===== src/rtl/core/nmr_pkg.sv =====
`timescale 1ns / 1ps
// ----------------------------------------------------------------------------
// nmr_pkg
// Shared types, constants and helpers for the neighbour mode recolour core.
// ----------------------------------------------------------------------------
package nmr_pkg;

  localparam int unsigned RGB_W            = 24;
  localparam int unsigned NB_N             = 8;
  localparam int unsigned NB_IDX_W         = 3;
  localparam int unsigned REG_SLOTS        = 3;
  localparam int unsigned CNT_W            = 2;
  localparam int unsigned WIN_W            = 4;
  localparam int unsigned CFG_IDX_W        = 3;
  localparam int unsigned CFG_DATA_W       = 24;
  localparam int unsigned CHANGE_SLOTS_DEF = 3;
  localparam int unsigned IGNORE_SLOTS_DEF = 3;

  typedef logic [RGB_W-1:0]                rgb_t;
  typedef logic [REG_SLOTS-1:0][RGB_W-1:0] rgb_set_t;
  typedef logic [WIN_W-1:0]                win_cnt_t;

  typedef enum logic [CFG_IDX_W-1:0] {
    REG_CHANGE_COUNT   = 3'd0,
    REG_CHANGE_COLOR_0 = 3'd1,
    REG_CHANGE_COLOR_1 = 3'd2,
    REG_CHANGE_COLOR_2 = 3'd3,
    REG_IGNORE_COUNT   = 3'd4,
    REG_IGNORE_COLOR_0 = 3'd5,
    REG_IGNORE_COLOR_1 = 3'd6,
    REG_IGNORE_COLOR_2 = 3'd7
  } cfg_reg_e;

  typedef struct packed {
    logic [REG_SLOTS-1:0] change_en;
    rgb_set_t             change_color;
    logic [REG_SLOTS-1:0] ignore_en;
    rgb_set_t             ignore_color;
  } color_sets_t;

  function automatic logic in_set(rgb_t c, rgb_set_t set, logic [REG_SLOTS-1:0] en);
    logic hit;
    hit = 1'b0;
    for (int s = 0; s < REG_SLOTS; s++) begin
      if (en[s] && (set[s] == c)) begin
        hit = 1'b1;
      end
    end
    return hit;
  endfunction

endpackage


===== src/rtl/core/nmr_if.sv =====
`timescale 1ns / 1ps
// ----------------------------------------------------------------------------
// nmr_if
// Valid/ready channels for pixel windows in and recoloured pixels out.
// ----------------------------------------------------------------------------
interface nmr_in_if;
  import nmr_pkg::*;

  logic                valid;
  logic                ready;
  rgb_t                centre_rgb;
  rgb_t                nb_up_left;
  rgb_t                nb_up;
  rgb_t                nb_up_right;
  rgb_t                nb_left;
  rgb_t                nb_right;
  rgb_t                nb_down_left;
  rgb_t                nb_down;
  rgb_t                nb_down_right;
  logic [NB_N-1:0]     inside_mask;

  modport source (
    output valid, centre_rgb, nb_up_left, nb_up, nb_up_right, nb_left, nb_right,
           nb_down_left, nb_down, nb_down_right, inside_mask,
    input  ready
  );

  modport sink (
    input  valid, centre_rgb, nb_up_left, nb_up, nb_up_right, nb_left, nb_right,
           nb_down_left, nb_down, nb_down_right, inside_mask,
    output ready
  );
endinterface

interface nmr_out_if;
  import nmr_pkg::*;

  logic     valid;
  logic     ready;
  rgb_t     result_rgb;
  logic     replaced;
  win_cnt_t winner_count;

  modport source (
    output valid, result_rgb, replaced, winner_count,
    input  ready
  );

  modport sink (
    input  valid, result_rgb, replaced, winner_count,
    output ready
  );
endinterface


===== src/rtl/core/nmr_cfg.sv =====
`timescale 1ns / 1ps
// ----------------------------------------------------------------------------
// nmr_cfg
// Change and ignore colour registers with their slot enables.
// ----------------------------------------------------------------------------
module nmr_cfg #(
  parameter int unsigned CHANGE_SLOTS = nmr_pkg::CHANGE_SLOTS_DEF,
  parameter int unsigned IGNORE_SLOTS = nmr_pkg::IGNORE_SLOTS_DEF
) (
  input  logic                             clk_i,
  input  logic                             rst_ni,
  input  logic                             cfg_we_i,
  input  logic [nmr_pkg::CFG_IDX_W-1:0]    cfg_idx_i,
  input  logic [nmr_pkg::CFG_DATA_W-1:0]   cfg_data_i,
  output nmr_pkg::color_sets_t             sets_o
);
  import nmr_pkg::*;

  localparam int unsigned ChgN = (CHANGE_SLOTS < REG_SLOTS) ? CHANGE_SLOTS : REG_SLOTS;
  localparam int unsigned IgnN = (IGNORE_SLOTS < REG_SLOTS) ? IGNORE_SLOTS : REG_SLOTS;

  logic [CNT_W-1:0] change_count_q;
  logic [CNT_W-1:0] ignore_count_q;
  rgb_t             change_color_q [ChgN];
  rgb_t             ignore_color_q [IgnN];

  always_ff @(posedge clk_i or negedge rst_ni) begin
    if (!rst_ni) begin
      change_count_q <= '0;
      ignore_count_q <= '0;
    end else if (cfg_we_i) begin
      if (cfg_idx_i == REG_CHANGE_COUNT) begin
        change_count_q <= cfg_data_i[CNT_W-1:0];
      end
      if (cfg_idx_i == REG_IGNORE_COUNT) begin
        ignore_count_q <= cfg_data_i[CNT_W-1:0];
      end
    end
  end

  for (genvar s = 0; s < REG_SLOTS; s++) begin : g_change
    if (s < ChgN) begin : g_on
      always_ff @(posedge clk_i or negedge rst_ni) begin
        if (!rst_ni) begin
          change_color_q[s] <= '0;
        end else if (cfg_we_i &&
                     (cfg_idx_i == CFG_IDX_W'(int'(REG_CHANGE_COLOR_0) + s))) begin
          change_color_q[s] <= cfg_data_i[RGB_W-1:0];
        end
      end
      assign sets_o.change_color[s] = change_color_q[s];
      assign sets_o.change_en[s]    = (change_count_q > CNT_W'(s));
    end else begin : g_off
      assign sets_o.change_color[s] = '0;
      assign sets_o.change_en[s]    = 1'b0;
    end
  end

  for (genvar s = 0; s < REG_SLOTS; s++) begin : g_ignore
    if (s < IgnN) begin : g_on
      always_ff @(posedge clk_i or negedge rst_ni) begin
        if (!rst_ni) begin
          ignore_color_q[s] <= '0;
        end else if (cfg_we_i &&
                     (cfg_idx_i == CFG_IDX_W'(int'(REG_IGNORE_COLOR_0) + s))) begin
          ignore_color_q[s] <= cfg_data_i[RGB_W-1:0];
        end
      end
      assign sets_o.ignore_color[s] = ignore_color_q[s];
      assign sets_o.ignore_en[s]    = (ignore_count_q > CNT_W'(s));
    end else begin : g_off
      assign sets_o.ignore_color[s] = '0;
      assign sets_o.ignore_en[s]    = 1'b0;
    end
  end

endmodule


===== src/rtl/core/neighbour_mode_recolour_core.sv =====
`timescale 1ns / 1ps
// ----------------------------------------------------------------------------
// neighbour_mode_recolour_core
// 3x3 neighbour mode filter that recolours centre pixels of selected colours.
// ----------------------------------------------------------------------------
// One pixel window is taken per clock while in_i.ready is high, and each
// gives exactly one result through a four-stage pipeline: colour set matching,
// pairwise neighbour compare with running counts, maximum count, then winner
// select into the output register. Each stage holds its item when the stage
// after it is full and stalled, so bubbles close up under backpressure. Colour
// registers are to be written only while the pipeline is empty.
module neighbour_mode_recolour_core #(
  parameter int unsigned CHANGE_SLOTS = nmr_pkg::CHANGE_SLOTS_DEF,
  parameter int unsigned IGNORE_SLOTS = nmr_pkg::IGNORE_SLOTS_DEF
) (
  input  logic                           clk_i,
  input  logic                           rst_ni,
  nmr_in_if.sink                         in_i,
  nmr_out_if.source                      out_o,
  input  logic                           cfg_we_i,
  input  logic [nmr_pkg::CFG_IDX_W-1:0]  cfg_idx_i,
  input  logic [nmr_pkg::CFG_DATA_W-1:0] cfg_data_i
);
  import nmr_pkg::*;

  color_sets_t sets;

  nmr_cfg #(
    .CHANGE_SLOTS (CHANGE_SLOTS),
    .IGNORE_SLOTS (IGNORE_SLOTS)
  ) u_cfg (
    .clk_i      (clk_i),
    .rst_ni     (rst_ni),
    .cfg_we_i   (cfg_we_i),
    .cfg_idx_i  (cfg_idx_i),
    .cfg_data_i (cfg_data_i),
    .sets_o     (sets)
  );

  // stage advance
  logic adv1, adv2, adv3, adv4;
  logic s1_valid_q, s2_valid_q, s3_valid_q, s4_valid_q;

  assign adv4 = !s4_valid_q || out_o.ready;
  assign adv3 = !s3_valid_q || adv4;
  assign adv2 = !s2_valid_q || adv3;
  assign adv1 = !s1_valid_q || adv2;
  assign in_i.ready = adv1;

  always_ff @(posedge clk_i or negedge rst_ni) begin
    if (!rst_ni) begin
      s1_valid_q <= 1'b0;
      s2_valid_q <= 1'b0;
      s3_valid_q <= 1'b0;
      s4_valid_q <= 1'b0;
    end else begin
      if (adv1) s1_valid_q <= in_i.valid;
      if (adv2) s2_valid_q <= s1_valid_q;
      if (adv3) s3_valid_q <= s2_valid_q;
      if (adv4) s4_valid_q <= s3_valid_q;
    end
  end

  // stage 1: colour set matching
  rgb_t            nb_in [NB_N];
  logic [NB_N-1:0] ok_d;
  logic            chg_d;

  assign nb_in[0] = in_i.nb_up_left;
  assign nb_in[1] = in_i.nb_up;
  assign nb_in[2] = in_i.nb_up_right;
  assign nb_in[3] = in_i.nb_left;
  assign nb_in[4] = in_i.nb_right;
  assign nb_in[5] = in_i.nb_down_left;
  assign nb_in[6] = in_i.nb_down;
  assign nb_in[7] = in_i.nb_down_right;

  always_comb begin
    chg_d = in_set(in_i.centre_rgb, sets.change_color, sets.change_en);
    for (int k = 0; k < NB_N; k++) begin
      ok_d[k] = in_i.inside_mask[k] &&
                !in_set(nb_in[k], sets.change_color, sets.change_en) &&
                !in_set(nb_in[k], sets.ignore_color, sets.ignore_en);
    end
  end

  rgb_t            s1_centre_q;
  rgb_t            s1_nb_q [NB_N];
  logic [NB_N-1:0] s1_ok_q;
  logic            s1_chg_q;

  always_ff @(posedge clk_i) begin
    if (adv1) begin
      s1_centre_q <= in_i.centre_rgb;
      s1_nb_q     <= nb_in;
      s1_ok_q     <= ok_d;
      s1_chg_q    <= chg_d;
    end
  end

  // stage 2: running count of each neighbour colour in raster order
  win_cnt_t cnt_d [NB_N];

  always_comb begin
    for (int k = 0; k < NB_N; k++) begin
      cnt_d[k] = '0;
      for (int j = 0; j < NB_N; j++) begin
        if ((j <= k) && s1_ok_q[k] && s1_ok_q[j] && (s1_nb_q[j] == s1_nb_q[k])) begin
          cnt_d[k] = cnt_d[k] + WIN_W'(1);
        end
      end
    end
  end

  rgb_t     s2_centre_q;
  rgb_t     s2_nb_q  [NB_N];
  win_cnt_t s2_cnt_q [NB_N];
  logic     s2_chg_q;

  always_ff @(posedge clk_i) begin
    if (adv2) begin
      s2_centre_q <= s1_centre_q;
      s2_nb_q     <= s1_nb_q;
      s2_cnt_q    <= cnt_d;
      s2_chg_q    <= s1_chg_q;
    end
  end

  // stage 3: best count
  win_cnt_t max_d;

  always_comb begin
    max_d = '0;
    for (int k = 0; k < NB_N; k++) begin
      if (s2_cnt_q[k] > max_d) begin
        max_d = s2_cnt_q[k];
      end
    end
  end

  rgb_t     s3_centre_q;
  rgb_t     s3_nb_q  [NB_N];
  win_cnt_t s3_cnt_q [NB_N];
  win_cnt_t s3_max_q;
  logic     s3_chg_q;

  always_ff @(posedge clk_i) begin
    if (adv3) begin
      s3_centre_q <= s2_centre_q;
      s3_nb_q     <= s2_nb_q;
      s3_cnt_q    <= s2_cnt_q;
      s3_max_q    <= max_d;
      s3_chg_q    <= s2_chg_q;
    end
  end

  // stage 4: earliest neighbour that reached the best count
  logic [NB_IDX_W-1:0] sel_d;
  logic                hit_d;

  always_comb begin
    sel_d = '0;
    for (int k = NB_N - 1; k >= 0; k--) begin
      if (s3_cnt_q[k] == s3_max_q) begin
        sel_d = NB_IDX_W'(k);
      end
    end
    hit_d = s3_chg_q && (s3_max_q != '0);
  end

  rgb_t     s4_rgb_q;
  logic     s4_replaced_q;
  win_cnt_t s4_count_q;

  always_ff @(posedge clk_i) begin
    if (adv4) begin
      s4_rgb_q      <= hit_d ? s3_nb_q[sel_d] : s3_centre_q;
      s4_replaced_q <= hit_d;
      s4_count_q    <= hit_d ? s3_max_q : '0;
    end
  end

  assign out_o.valid        = s4_valid_q;
  assign out_o.result_rgb   = s4_rgb_q;
  assign out_o.replaced     = s4_replaced_q;
  assign out_o.winner_count = s4_count_q;

endmodule

===== src/flat_wrapper.sv =====
// flat-port wrapper written by rule: the top's interface ports become plain ports
module neighbour_mode_recolour_core_flat import nmr_pkg::*;
#(
  parameter int unsigned CHANGE_SLOTS = nmr_pkg::CHANGE_SLOTS_DEF,
  parameter int unsigned IGNORE_SLOTS = nmr_pkg::IGNORE_SLOTS_DEF
)
  (clk_i, rst_ni, cfg_we_i, cfg_idx_i, cfg_data_i, in_i_valid, in_i_centre_rgb, in_i_nb_up_left, in_i_nb_up, in_i_nb_up_right, in_i_nb_left, in_i_nb_right, in_i_nb_down_left, in_i_nb_down, in_i_nb_down_right, in_i_inside_mask, in_i_ready, out_o_valid, out_o_result_rgb, out_o_replaced, out_o_winner_count, out_o_ready);
  nmr_in_if in_i_i ();
  nmr_out_if out_o_i ();
  input  logic clk_i;
  input  logic rst_ni;
  input  logic cfg_we_i;
  input  logic [nmr_pkg::CFG_IDX_W-1:0] cfg_idx_i;
  input  logic [nmr_pkg::CFG_DATA_W-1:0] cfg_data_i;
  input wire logic [$bits(in_i_i.valid)-1:0] in_i_valid;
  input wire logic [$bits(in_i_i.centre_rgb)-1:0] in_i_centre_rgb;
  input wire logic [$bits(in_i_i.nb_up_left)-1:0] in_i_nb_up_left;
  input wire logic [$bits(in_i_i.nb_up)-1:0] in_i_nb_up;
  input wire logic [$bits(in_i_i.nb_up_right)-1:0] in_i_nb_up_right;
  input wire logic [$bits(in_i_i.nb_left)-1:0] in_i_nb_left;
  input wire logic [$bits(in_i_i.nb_right)-1:0] in_i_nb_right;
  input wire logic [$bits(in_i_i.nb_down_left)-1:0] in_i_nb_down_left;
  input wire logic [$bits(in_i_i.nb_down)-1:0] in_i_nb_down;
  input wire logic [$bits(in_i_i.nb_down_right)-1:0] in_i_nb_down_right;
  input wire logic [$bits(in_i_i.inside_mask)-1:0] in_i_inside_mask;
  output wire logic [$bits(in_i_i.ready)-1:0] in_i_ready;
  output wire logic [$bits(out_o_i.valid)-1:0] out_o_valid;
  output wire logic [$bits(out_o_i.result_rgb)-1:0] out_o_result_rgb;
  output wire logic [$bits(out_o_i.replaced)-1:0] out_o_replaced;
  output wire logic [$bits(out_o_i.winner_count)-1:0] out_o_winner_count;
  input wire logic [$bits(out_o_i.ready)-1:0] out_o_ready;
  assign in_i_i.valid = in_i_valid;
  assign in_i_i.centre_rgb = in_i_centre_rgb;
  assign in_i_i.nb_up_left = in_i_nb_up_left;
  assign in_i_i.nb_up = in_i_nb_up;
  assign in_i_i.nb_up_right = in_i_nb_up_right;
  assign in_i_i.nb_left = in_i_nb_left;
  assign in_i_i.nb_right = in_i_nb_right;
  assign in_i_i.nb_down_left = in_i_nb_down_left;
  assign in_i_i.nb_down = in_i_nb_down;
  assign in_i_i.nb_down_right = in_i_nb_down_right;
  assign in_i_i.inside_mask = in_i_inside_mask;
  assign in_i_ready = in_i_i.ready;
  assign out_o_valid = out_o_i.valid;
  assign out_o_result_rgb = out_o_i.result_rgb;
  assign out_o_replaced = out_o_i.replaced;
  assign out_o_winner_count = out_o_i.winner_count;
  assign out_o_i.ready = out_o_ready;
  neighbour_mode_recolour_core #(.CHANGE_SLOTS(CHANGE_SLOTS), .IGNORE_SLOTS(IGNORE_SLOTS)) u_core (.clk_i(clk_i), .rst_ni(rst_ni), .in_i(in_i_i), .out_o(out_o_i), .cfg_we_i(cfg_we_i), .cfg_idx_i(cfg_idx_i), .cfg_data_i(cfg_data_i));
endmodule

===== config.mk =====
export PLATFORM = sky130hd
export DESIGN_NAME = neighbour_mode_recolour_core_flat
export DESIGN_NICKNAME = d
export VERILOG_FILES = /design/src/rtl/core/nmr_pkg.sv /design/src/rtl/core/nmr_if.sv /design/src/rtl/core/nmr_cfg.sv /design/src/rtl/core/neighbour_mode_recolour_core.sv /design/src/flat_wrapper.sv
export SDC_FILE = /design/constraint.sdc
export NUM_CORES = 2
export LEC_CHECK = 0
export BUFFER_PORTS_ARGS = -buffer_cell sky130_fd_sc_hd__buf_4
export CAP_MARGIN = 5
export CORE_MARGIN = 4
export CORE_UTILIZATION = 45
export CTS_BUF_LIST = sky130_fd_sc_hd__clkbuf_8 sky130_fd_sc_hd__clkbuf_16
export CTS_CLUSTER_SIZE = 12
export DETAILED_ROUTE_END_ITERATION = 12
export SLEW_MARGIN = 25
export SYNTH_ARGS = -nofsm -noshare
export SYNTH_HDL_FRONTEND = slang
export SYNTH_SLANG_ARGS = --single-unit

===== constraint.sdc =====
create_clock -name clk_i -period 10.81 [get_ports clk_i]
set_input_delay 1.081 -clock clk_i [delete_from_list [all_inputs] [get_ports clk_i]]
set_output_delay 1.081 -clock clk_i [all_outputs]
set_load 0.01 [all_outputs]

# ---- Word level (Yosys, flattened, before mapping)
# Cells that the tools add are included.
dict set report op_classes {
  addsub 28
  bitwise 1
  reduce_logical 159
  eq_ne 94
  n_lt_le_gt_ge 15
  mux 105
}
# cell n
set op_table {}
lappend op_table {{$eq A24 B24 Y1} 79}
lappend op_table {{$mux W4} 36}
lappend op_table {{$logic_and A1 B1 Y1} 130}
lappend op_table {{$add A4 B1 Y4 const B} 21}
lappend op_table {{$bmux W24 S3} 1}
lappend op_table {{$mux W24} 3}
lappend op_table {{$mux W1} 57}
lappend op_table {{$eq A4 B4 Y1} 8}
lappend op_table {{$gt A4 B4 Y1} 7}
lappend op_table {{$mux W3} 8}
lappend op_table {{$logic_not A1 Y1} 20}
lappend op_table {{$add A1 B1 Y2 const B} 7}
lappend op_table {{$eq A3 B3 Y1 const B} 4}
lappend op_table {{$gt A2 B1 Y1 const B} 4}
lappend op_table {{$eq A3 B2 Y1 const B} 2}
lappend op_table {{$ge A4 B4 Y1 const B} 1}
lappend op_table {{$gt A2 B2 Y1 const B} 2}
lappend op_table {{$gt A4 B1 Y1 const B} 1}
lappend op_table {{$logic_or A1 B1 Y1} 4}
lappend op_table {{$not A3 Y4} 1}
lappend op_table {{$reduce_and A2 Y1} 2}
lappend op_table {{$reduce_bool A4 Y1} 1}
lappend op_table {{$eq A3 B1 Y1 const B} 1}
lappend op_table {{$logic_not A3 Y1} 1}
lappend op_table {{$reduce_or A2 Y1} 1}
dict set report totals {
  register_bits 908
  output_inout_bits 31
  elab_cells 465
  inputBits 256
}

# ---- Logic depth before layout (Yosys ltp)
dict set report logic_depth {
  word_depth 17
  mapped_depth 46
  depth_no_buf 46
}

# ---- Modules after synthesis
# A second synthesis with hierarchy kept.
dict set report unflattened {
  cells_unflattened 4924
  area_unflattened_um2 56764.4
}
# mod cells_each seq_area_each_um2 n_inst area_per_inst_um2
set modules_own_cells {}
lappend modules_own_cells {neighbour_mode_recolour_core 4596 22441.5 1 50905.1}
lappend modules_own_cells {nmr_cfg 328 3703.6 1 5859.4}

# ---- Worst setup path before layout
# OpenSTA, ideal clock, no wires.
dict set report synth_timing {
  path_type {input to register}
  from {in out_o_ready}
  to {reg u_core.s1_centre_q[0] (enable)}
  n_path_buf 0
  setup_ns 2.809
  required_ns 8.001
  setup_slack_ns 0.474
  cell_stages 2
  arrival_ns 7.527
  path_cell_list {nor2b_1 > nand4_1}
}
dict set report synth_between {
  elab_chain_len 4
}
# item line_no
set synth_rtl {}
lappend synth_rtl {{start: declaration} flat_wrapper.sv:31} ;# input wire logic [$bits(out_o_i.ready)-1:0] out_o_ready;
lappend synth_rtl {{$logic_or A1 B1 Y1} neighbour_mode_recolour_core.sv:44} ;# assign adv4 = !s4_valid_q || out_o.ready;
lappend synth_rtl {{$logic_or A1 B1 Y1} neighbour_mode_recolour_core.sv:45} ;# assign adv3 = !s3_valid_q || adv4;
lappend synth_rtl {{$logic_or A1 B1 Y1} neighbour_mode_recolour_core.sv:46} ;# assign adv2 = !s2_valid_q || adv3;
lappend synth_rtl {{$logic_or A1 B1 Y1} neighbour_mode_recolour_core.sv:47} ;# assign adv1 = !s1_valid_q || adv2;
lappend synth_rtl {{named net in_i_ready} flat_wrapper.sv:26} ;# output wire logic [$bits(in_i_i.ready)-1:0] in_i_ready;
lappend synth_rtl {{end signal: assignment} neighbour_mode_recolour_core.sv:94} ;# s1_centre_q <= in_i.centre_rgb;
lappend synth_rtl {{end: declaration} neighbour_mode_recolour_core.sv:87} ;# rgb_t s1_centre_q;
# The timed path passes the listed nets, and every way through them passes these cells.
# A chain may end at the register's enable or synchronous reset.

# ---- Worst setup path in the final report
dict set report layout_timing {
  from {reg u_core.s2_cnt_q[24] (netlist name)}
  to {reg u_core.s3_max_q[1], data pin}
}
dict set report layout_between {
  elab_chain_len 14
}
# item line_no
set layout_rtl {}
lappend layout_rtl {{start: declaration} neighbour_mode_recolour_core.sv:117} ;# win_cnt_t s2_cnt_q [NB_N];
lappend layout_rtl {{start signal: assignment} neighbour_mode_recolour_core.sv:124} ;# s2_cnt_q <= cnt_d;
lappend layout_rtl {{$gt A4 B4 Y1} neighbour_mode_recolour_core.sv:135} ;# if (s2_cnt_q[k] > max_d) begin
lappend layout_rtl {{$mux W4 *} neighbour_mode_recolour_core.sv:135}
lappend layout_rtl {{$gt A4 B4 Y1} neighbour_mode_recolour_core.sv:135}
lappend layout_rtl {{$mux W4 *} neighbour_mode_recolour_core.sv:135}
lappend layout_rtl {{$gt A4 B4 Y1} neighbour_mode_recolour_core.sv:135}
lappend layout_rtl {{$mux W4 *} neighbour_mode_recolour_core.sv:135}
lappend layout_rtl {{$gt A4 B4 Y1} neighbour_mode_recolour_core.sv:135}
lappend layout_rtl {{$mux W4 *} neighbour_mode_recolour_core.sv:135}
lappend layout_rtl {{$gt A4 B4 Y1} neighbour_mode_recolour_core.sv:135}
lappend layout_rtl {{$mux W4 *} neighbour_mode_recolour_core.sv:135}
lappend layout_rtl {{$gt A4 B4 Y1} neighbour_mode_recolour_core.sv:135}
lappend layout_rtl {{$mux W4 *} neighbour_mode_recolour_core.sv:135}
lappend layout_rtl {{$gt A4 B4 Y1} neighbour_mode_recolour_core.sv:135}
lappend layout_rtl {{$mux W4 *} neighbour_mode_recolour_core.sv:135}
lappend layout_rtl {{named net u_core.max_d[1]} neighbour_mode_recolour_core.sv:130} ;# win_cnt_t max_d;
lappend layout_rtl {{end signal: assignment} neighbour_mode_recolour_core.sv:152} ;# s3_max_q <= max_d;
lappend layout_rtl {{end: declaration} neighbour_mode_recolour_core.sv:144} ;# win_cnt_t s3_max_q;
# Mark *: on every way through the listed nets, which the timed path passes. The rest lies on a longest branch.

==> metrics.yaml <==
status: "finished, final reports clean"
dieArea_sq_mm: 0.131
power.switching_w: 0.00574
crit_slowest_cell: "mux2_2"
cts_tree: "built"
clkPwrFrac_pct: 24.1
antenna_found_initial: 10
ios: 287
syn_inst: 4926
die_w_um: 362
fmax_mhz: 109
cts_hold_buffers: 0
grt_usage_pct: 43.3
instances_no_fill: 6674
die_h_um: 362
start_util_pct: 45.5
ir_worst_vdd_v: 0.000177
dp_hpwl_um: 200000
yosysWarnings: 0
async_flop_share_pct: 17.0
viasPerCell: 6.60
port_buffers: 286
p_sw_share_pct: 41.1
min_period_ns: 9.20
synth_area_leader_cell: "edfxtp_1"
rows: 129
criticalPathCategory: "register to register"
clk_latency_ns: 0.77
dpl.cell_count: 6499
grt_overflow: 0
cts_resized: 0
rsz0062_at_grt: "no"
yosys-top-cells-area: "edfxtp_1, xnor2_1, xor2_1"
syn2layout_area_growth_pct: 12.3
finalCritPeriodShare_pct: 85.1
max-clock-path-buffers: 3
crit_path_start_kind: "register"
power_frac_seq_pct: 38.6
cp-end-kind: "register"
drt_iter0_markers: 7227
fin_util_pct: 51.1
synthDistinctLibCells: 65
worst_slew_pin_slew_ns: 1.30
powerDensity_mw_per_mm2: 221
postSynthAreaPerCell_sq_um: 11.5
nets: 5266
grt_max_degree: 143
cp.arrival_ns: 9.66
clock-sinks: 896
gp_congestion: 1.10
drt-pass1-iter-count: 6
synth_edf_count: 744
ctsRootBufferMaster: "clkbuf_16"
ant_nets: 0
setup_violations: 0
synth.ff_latch_count: 896
min_path_type: "primary input to asynchronous set/reset pin"
hold_viol: 0
cellLeakagePower_nw: 23.5
crit_required_ns: 11.27
wl_per_cell_um: 43.6
syn_nets: 5229
cts_made_buffers: 98
drc: 0
final_layout_size_suffix_gt1_share_pct: 17.3
critPathMaxFanout: 7
combPwrFrac_pct: 37.4
fp.coreArea_sq_mm: 0.124
cap_violations: 0
synth_area_sq_mm: 0.0564
vias: 44000
post_cts_buffers: 0
synth.most_common_cell: "xnor2_1"
slew_violations: 0
clock_skew_ns: 0.0824
ys.flop_type: "edfxtp_1"
slowest_delay_ns: 0.41
yosysTopAreaCellShare_pct: 39.6
reg2reg_depth: 45
grt_pass1_wl_um: 380000
clkSlewWorstSetupHoldPaths_ns: 0.06
synth_common_cells: "xnor2_1, xor2_1, edfxtp_1"
ys_seq_area_share_pct: 46.3
first_global_vias: 41400
slew_headroom_pct: 13.4
p_int_w: 0.00825
cts.htree.levels: 3
setup_tns_ns: 0
wirelength_um: 291000
## state kept, by name, summed over array words and instances (netlist names), 8 cells and up
register / cells
u_core.s2_centre_q: 24
u_core.out_o.result_rgb: 24
u_core.s1_centre_q: 24
u_core.s3_nb_q: 192
u_core.s2_cnt_q: 26
u_core.s3_cnt_q: 26
u_core.s1_ok_q: 8
u_core.u_cfg.sets_o: 144
u_core.s1_nb_q: 192
u_core.s3_centre_q: 24
u_core.s2_nb_q: 192
## worst max-delay path: cells and delay by family (launching register included)
kind	cells	cell delay, ns
AND/OR/NAND/NOR	11	1.04
adder cells (fa/ha/maj)	8	2.30
AO/OA/AOI/OAI	20	3.57
flip-flops	1	0.40
buffers and inverters	2	0.16
multiplexers	4	1.47
## kinds of logic (layout without fill, tap and decap cells)
group	count (synthesis)	count (layout)	synth area share [%]
XOR/XNOR	1965	1965	30.7
adder cells (fa/ha/maj)	48	48	1.06
AO/OA/AOI/OAI	83	83	0.884
other	1	3	0.00664
buffers and inverters	622	731	4.45
flip-flops	896	896	46.3
multiplexers	345	345	6.50
AND/OR/NAND/NOR	966	966	10.1
## stage by stage
stage          setup slack (ns)  hold WS, ns  total power [W]  area (sq um)
6_report                   1.61        0.374           0.0140         63400
2_1_floorplan             0.474        0.400          0.00810         56400
3_5_place_dp               1.61        0.405           0.0104         60200
5_1_grt                   0.889        0.413           0.0143         63400
3_3_place_gp               1.80        0.400           0.0104         60100
4_1_cts                    1.59        0.353           0.0138         63400
## placed cells by master (no fill, tap or decap), types with 6 or more instances in the layout
| master | n |
|---|---|
| ha_1 | 47 |
| nand3_1 | 129 |
| nand4_1 | 312 |
| dfrtp_1 | 139 |
| o21ai_0 | 40 |
| clkinv_2 | 9 |
| nor4b_1 | 20 |
| mux2i_1 | 175 |
| xor2_1 | 812 |
| nor3_1 | 86 |
| clkinv_1 | 17 |
| nor2_1 | 32 |
| nand2b_1 | 8 |
| or4_1 | 21 |
| bufinv_16 | 7 |
| nand2_1 | 70 |
| edfxtp_1 | 744 |
| a21oi_1 | 13 |
| and2_1 | 7 |
| mux2_2 | 168 |
| nor4_1 | 229 |
| clkinv_16 | 6 |
| inv_1 | 62 |
| clkbuf_16 | 100 |
| buf_4 | 510 |
| xnor2_1 | 1142 |
| and3_1 | 7 |
| dfrtp_2 | 13 |
## power groups by stage
stage / Clock, W / Combinational [W] / Sequential [W]
finish: 0.00337 / 0.00523 / 0.00539
detailed placement: 0 / 0.00506 / 0.00536
global route: 0.00354 / 0.00540 / 0.00534
CTS: 0.00340 / 0.00508 / 0.00529
global placement: 0 / 0.00501 / 0.00535
floorplan: 0 / 0.00346 / 0.00464
## final timing paths
path / start / endpoint / slack, ns
worst min-delay path: rst_ni / u_core.u_cfg.sets_o[20]$_DFFE_PN0P_ / 0.37
min in group clk_i: u_core.s2_nb_q[104]$_DFFE_PP_ / u_core.s3_nb_q[104]$_DFFE_PP_ / 0.39
worst max register to register: u_core.s2_cnt_q[24]$_DFFE_PP_ / u_core.s3_max_q[1]$_DFFE_PP_ / 1.61
worst max-delay path: u_core.s2_cnt_q[24]$_DFFE_PP_ / u_core.s3_max_q[1]$_DFFE_PP_ / 1.61
worst min register to register: u_core.s2_nb_q[104]$_DFFE_PP_ / u_core.s3_nb_q[104]$_DFFE_PP_ / 0.39
max in group asynchronous: rst_ni / u_core.u_cfg.sets_o[132]$_DFFE_PN0P_ / 9.22
## layer usage
layer	share of wire, %	track usage, %	vias up
li1	-	-	17100
met1	36	53.9	21700
met2	40	61.3	3903
met3	14	16.3	1317
met4	9.6	32.0	4
met5	0.018	0.290	-
## cell type report
cell class,instances,area (sq um)
fill,11000,60700
multi-input combinational,3408,27900
sequential,896,26200
timing repair buffer,517,3940
clock buffer,104,2560
tap,1637,2050
clock inverter,68,649
inverter,42,158
antenna,2,5.00
Note: power is estimated with default switching activity, not from simulation.
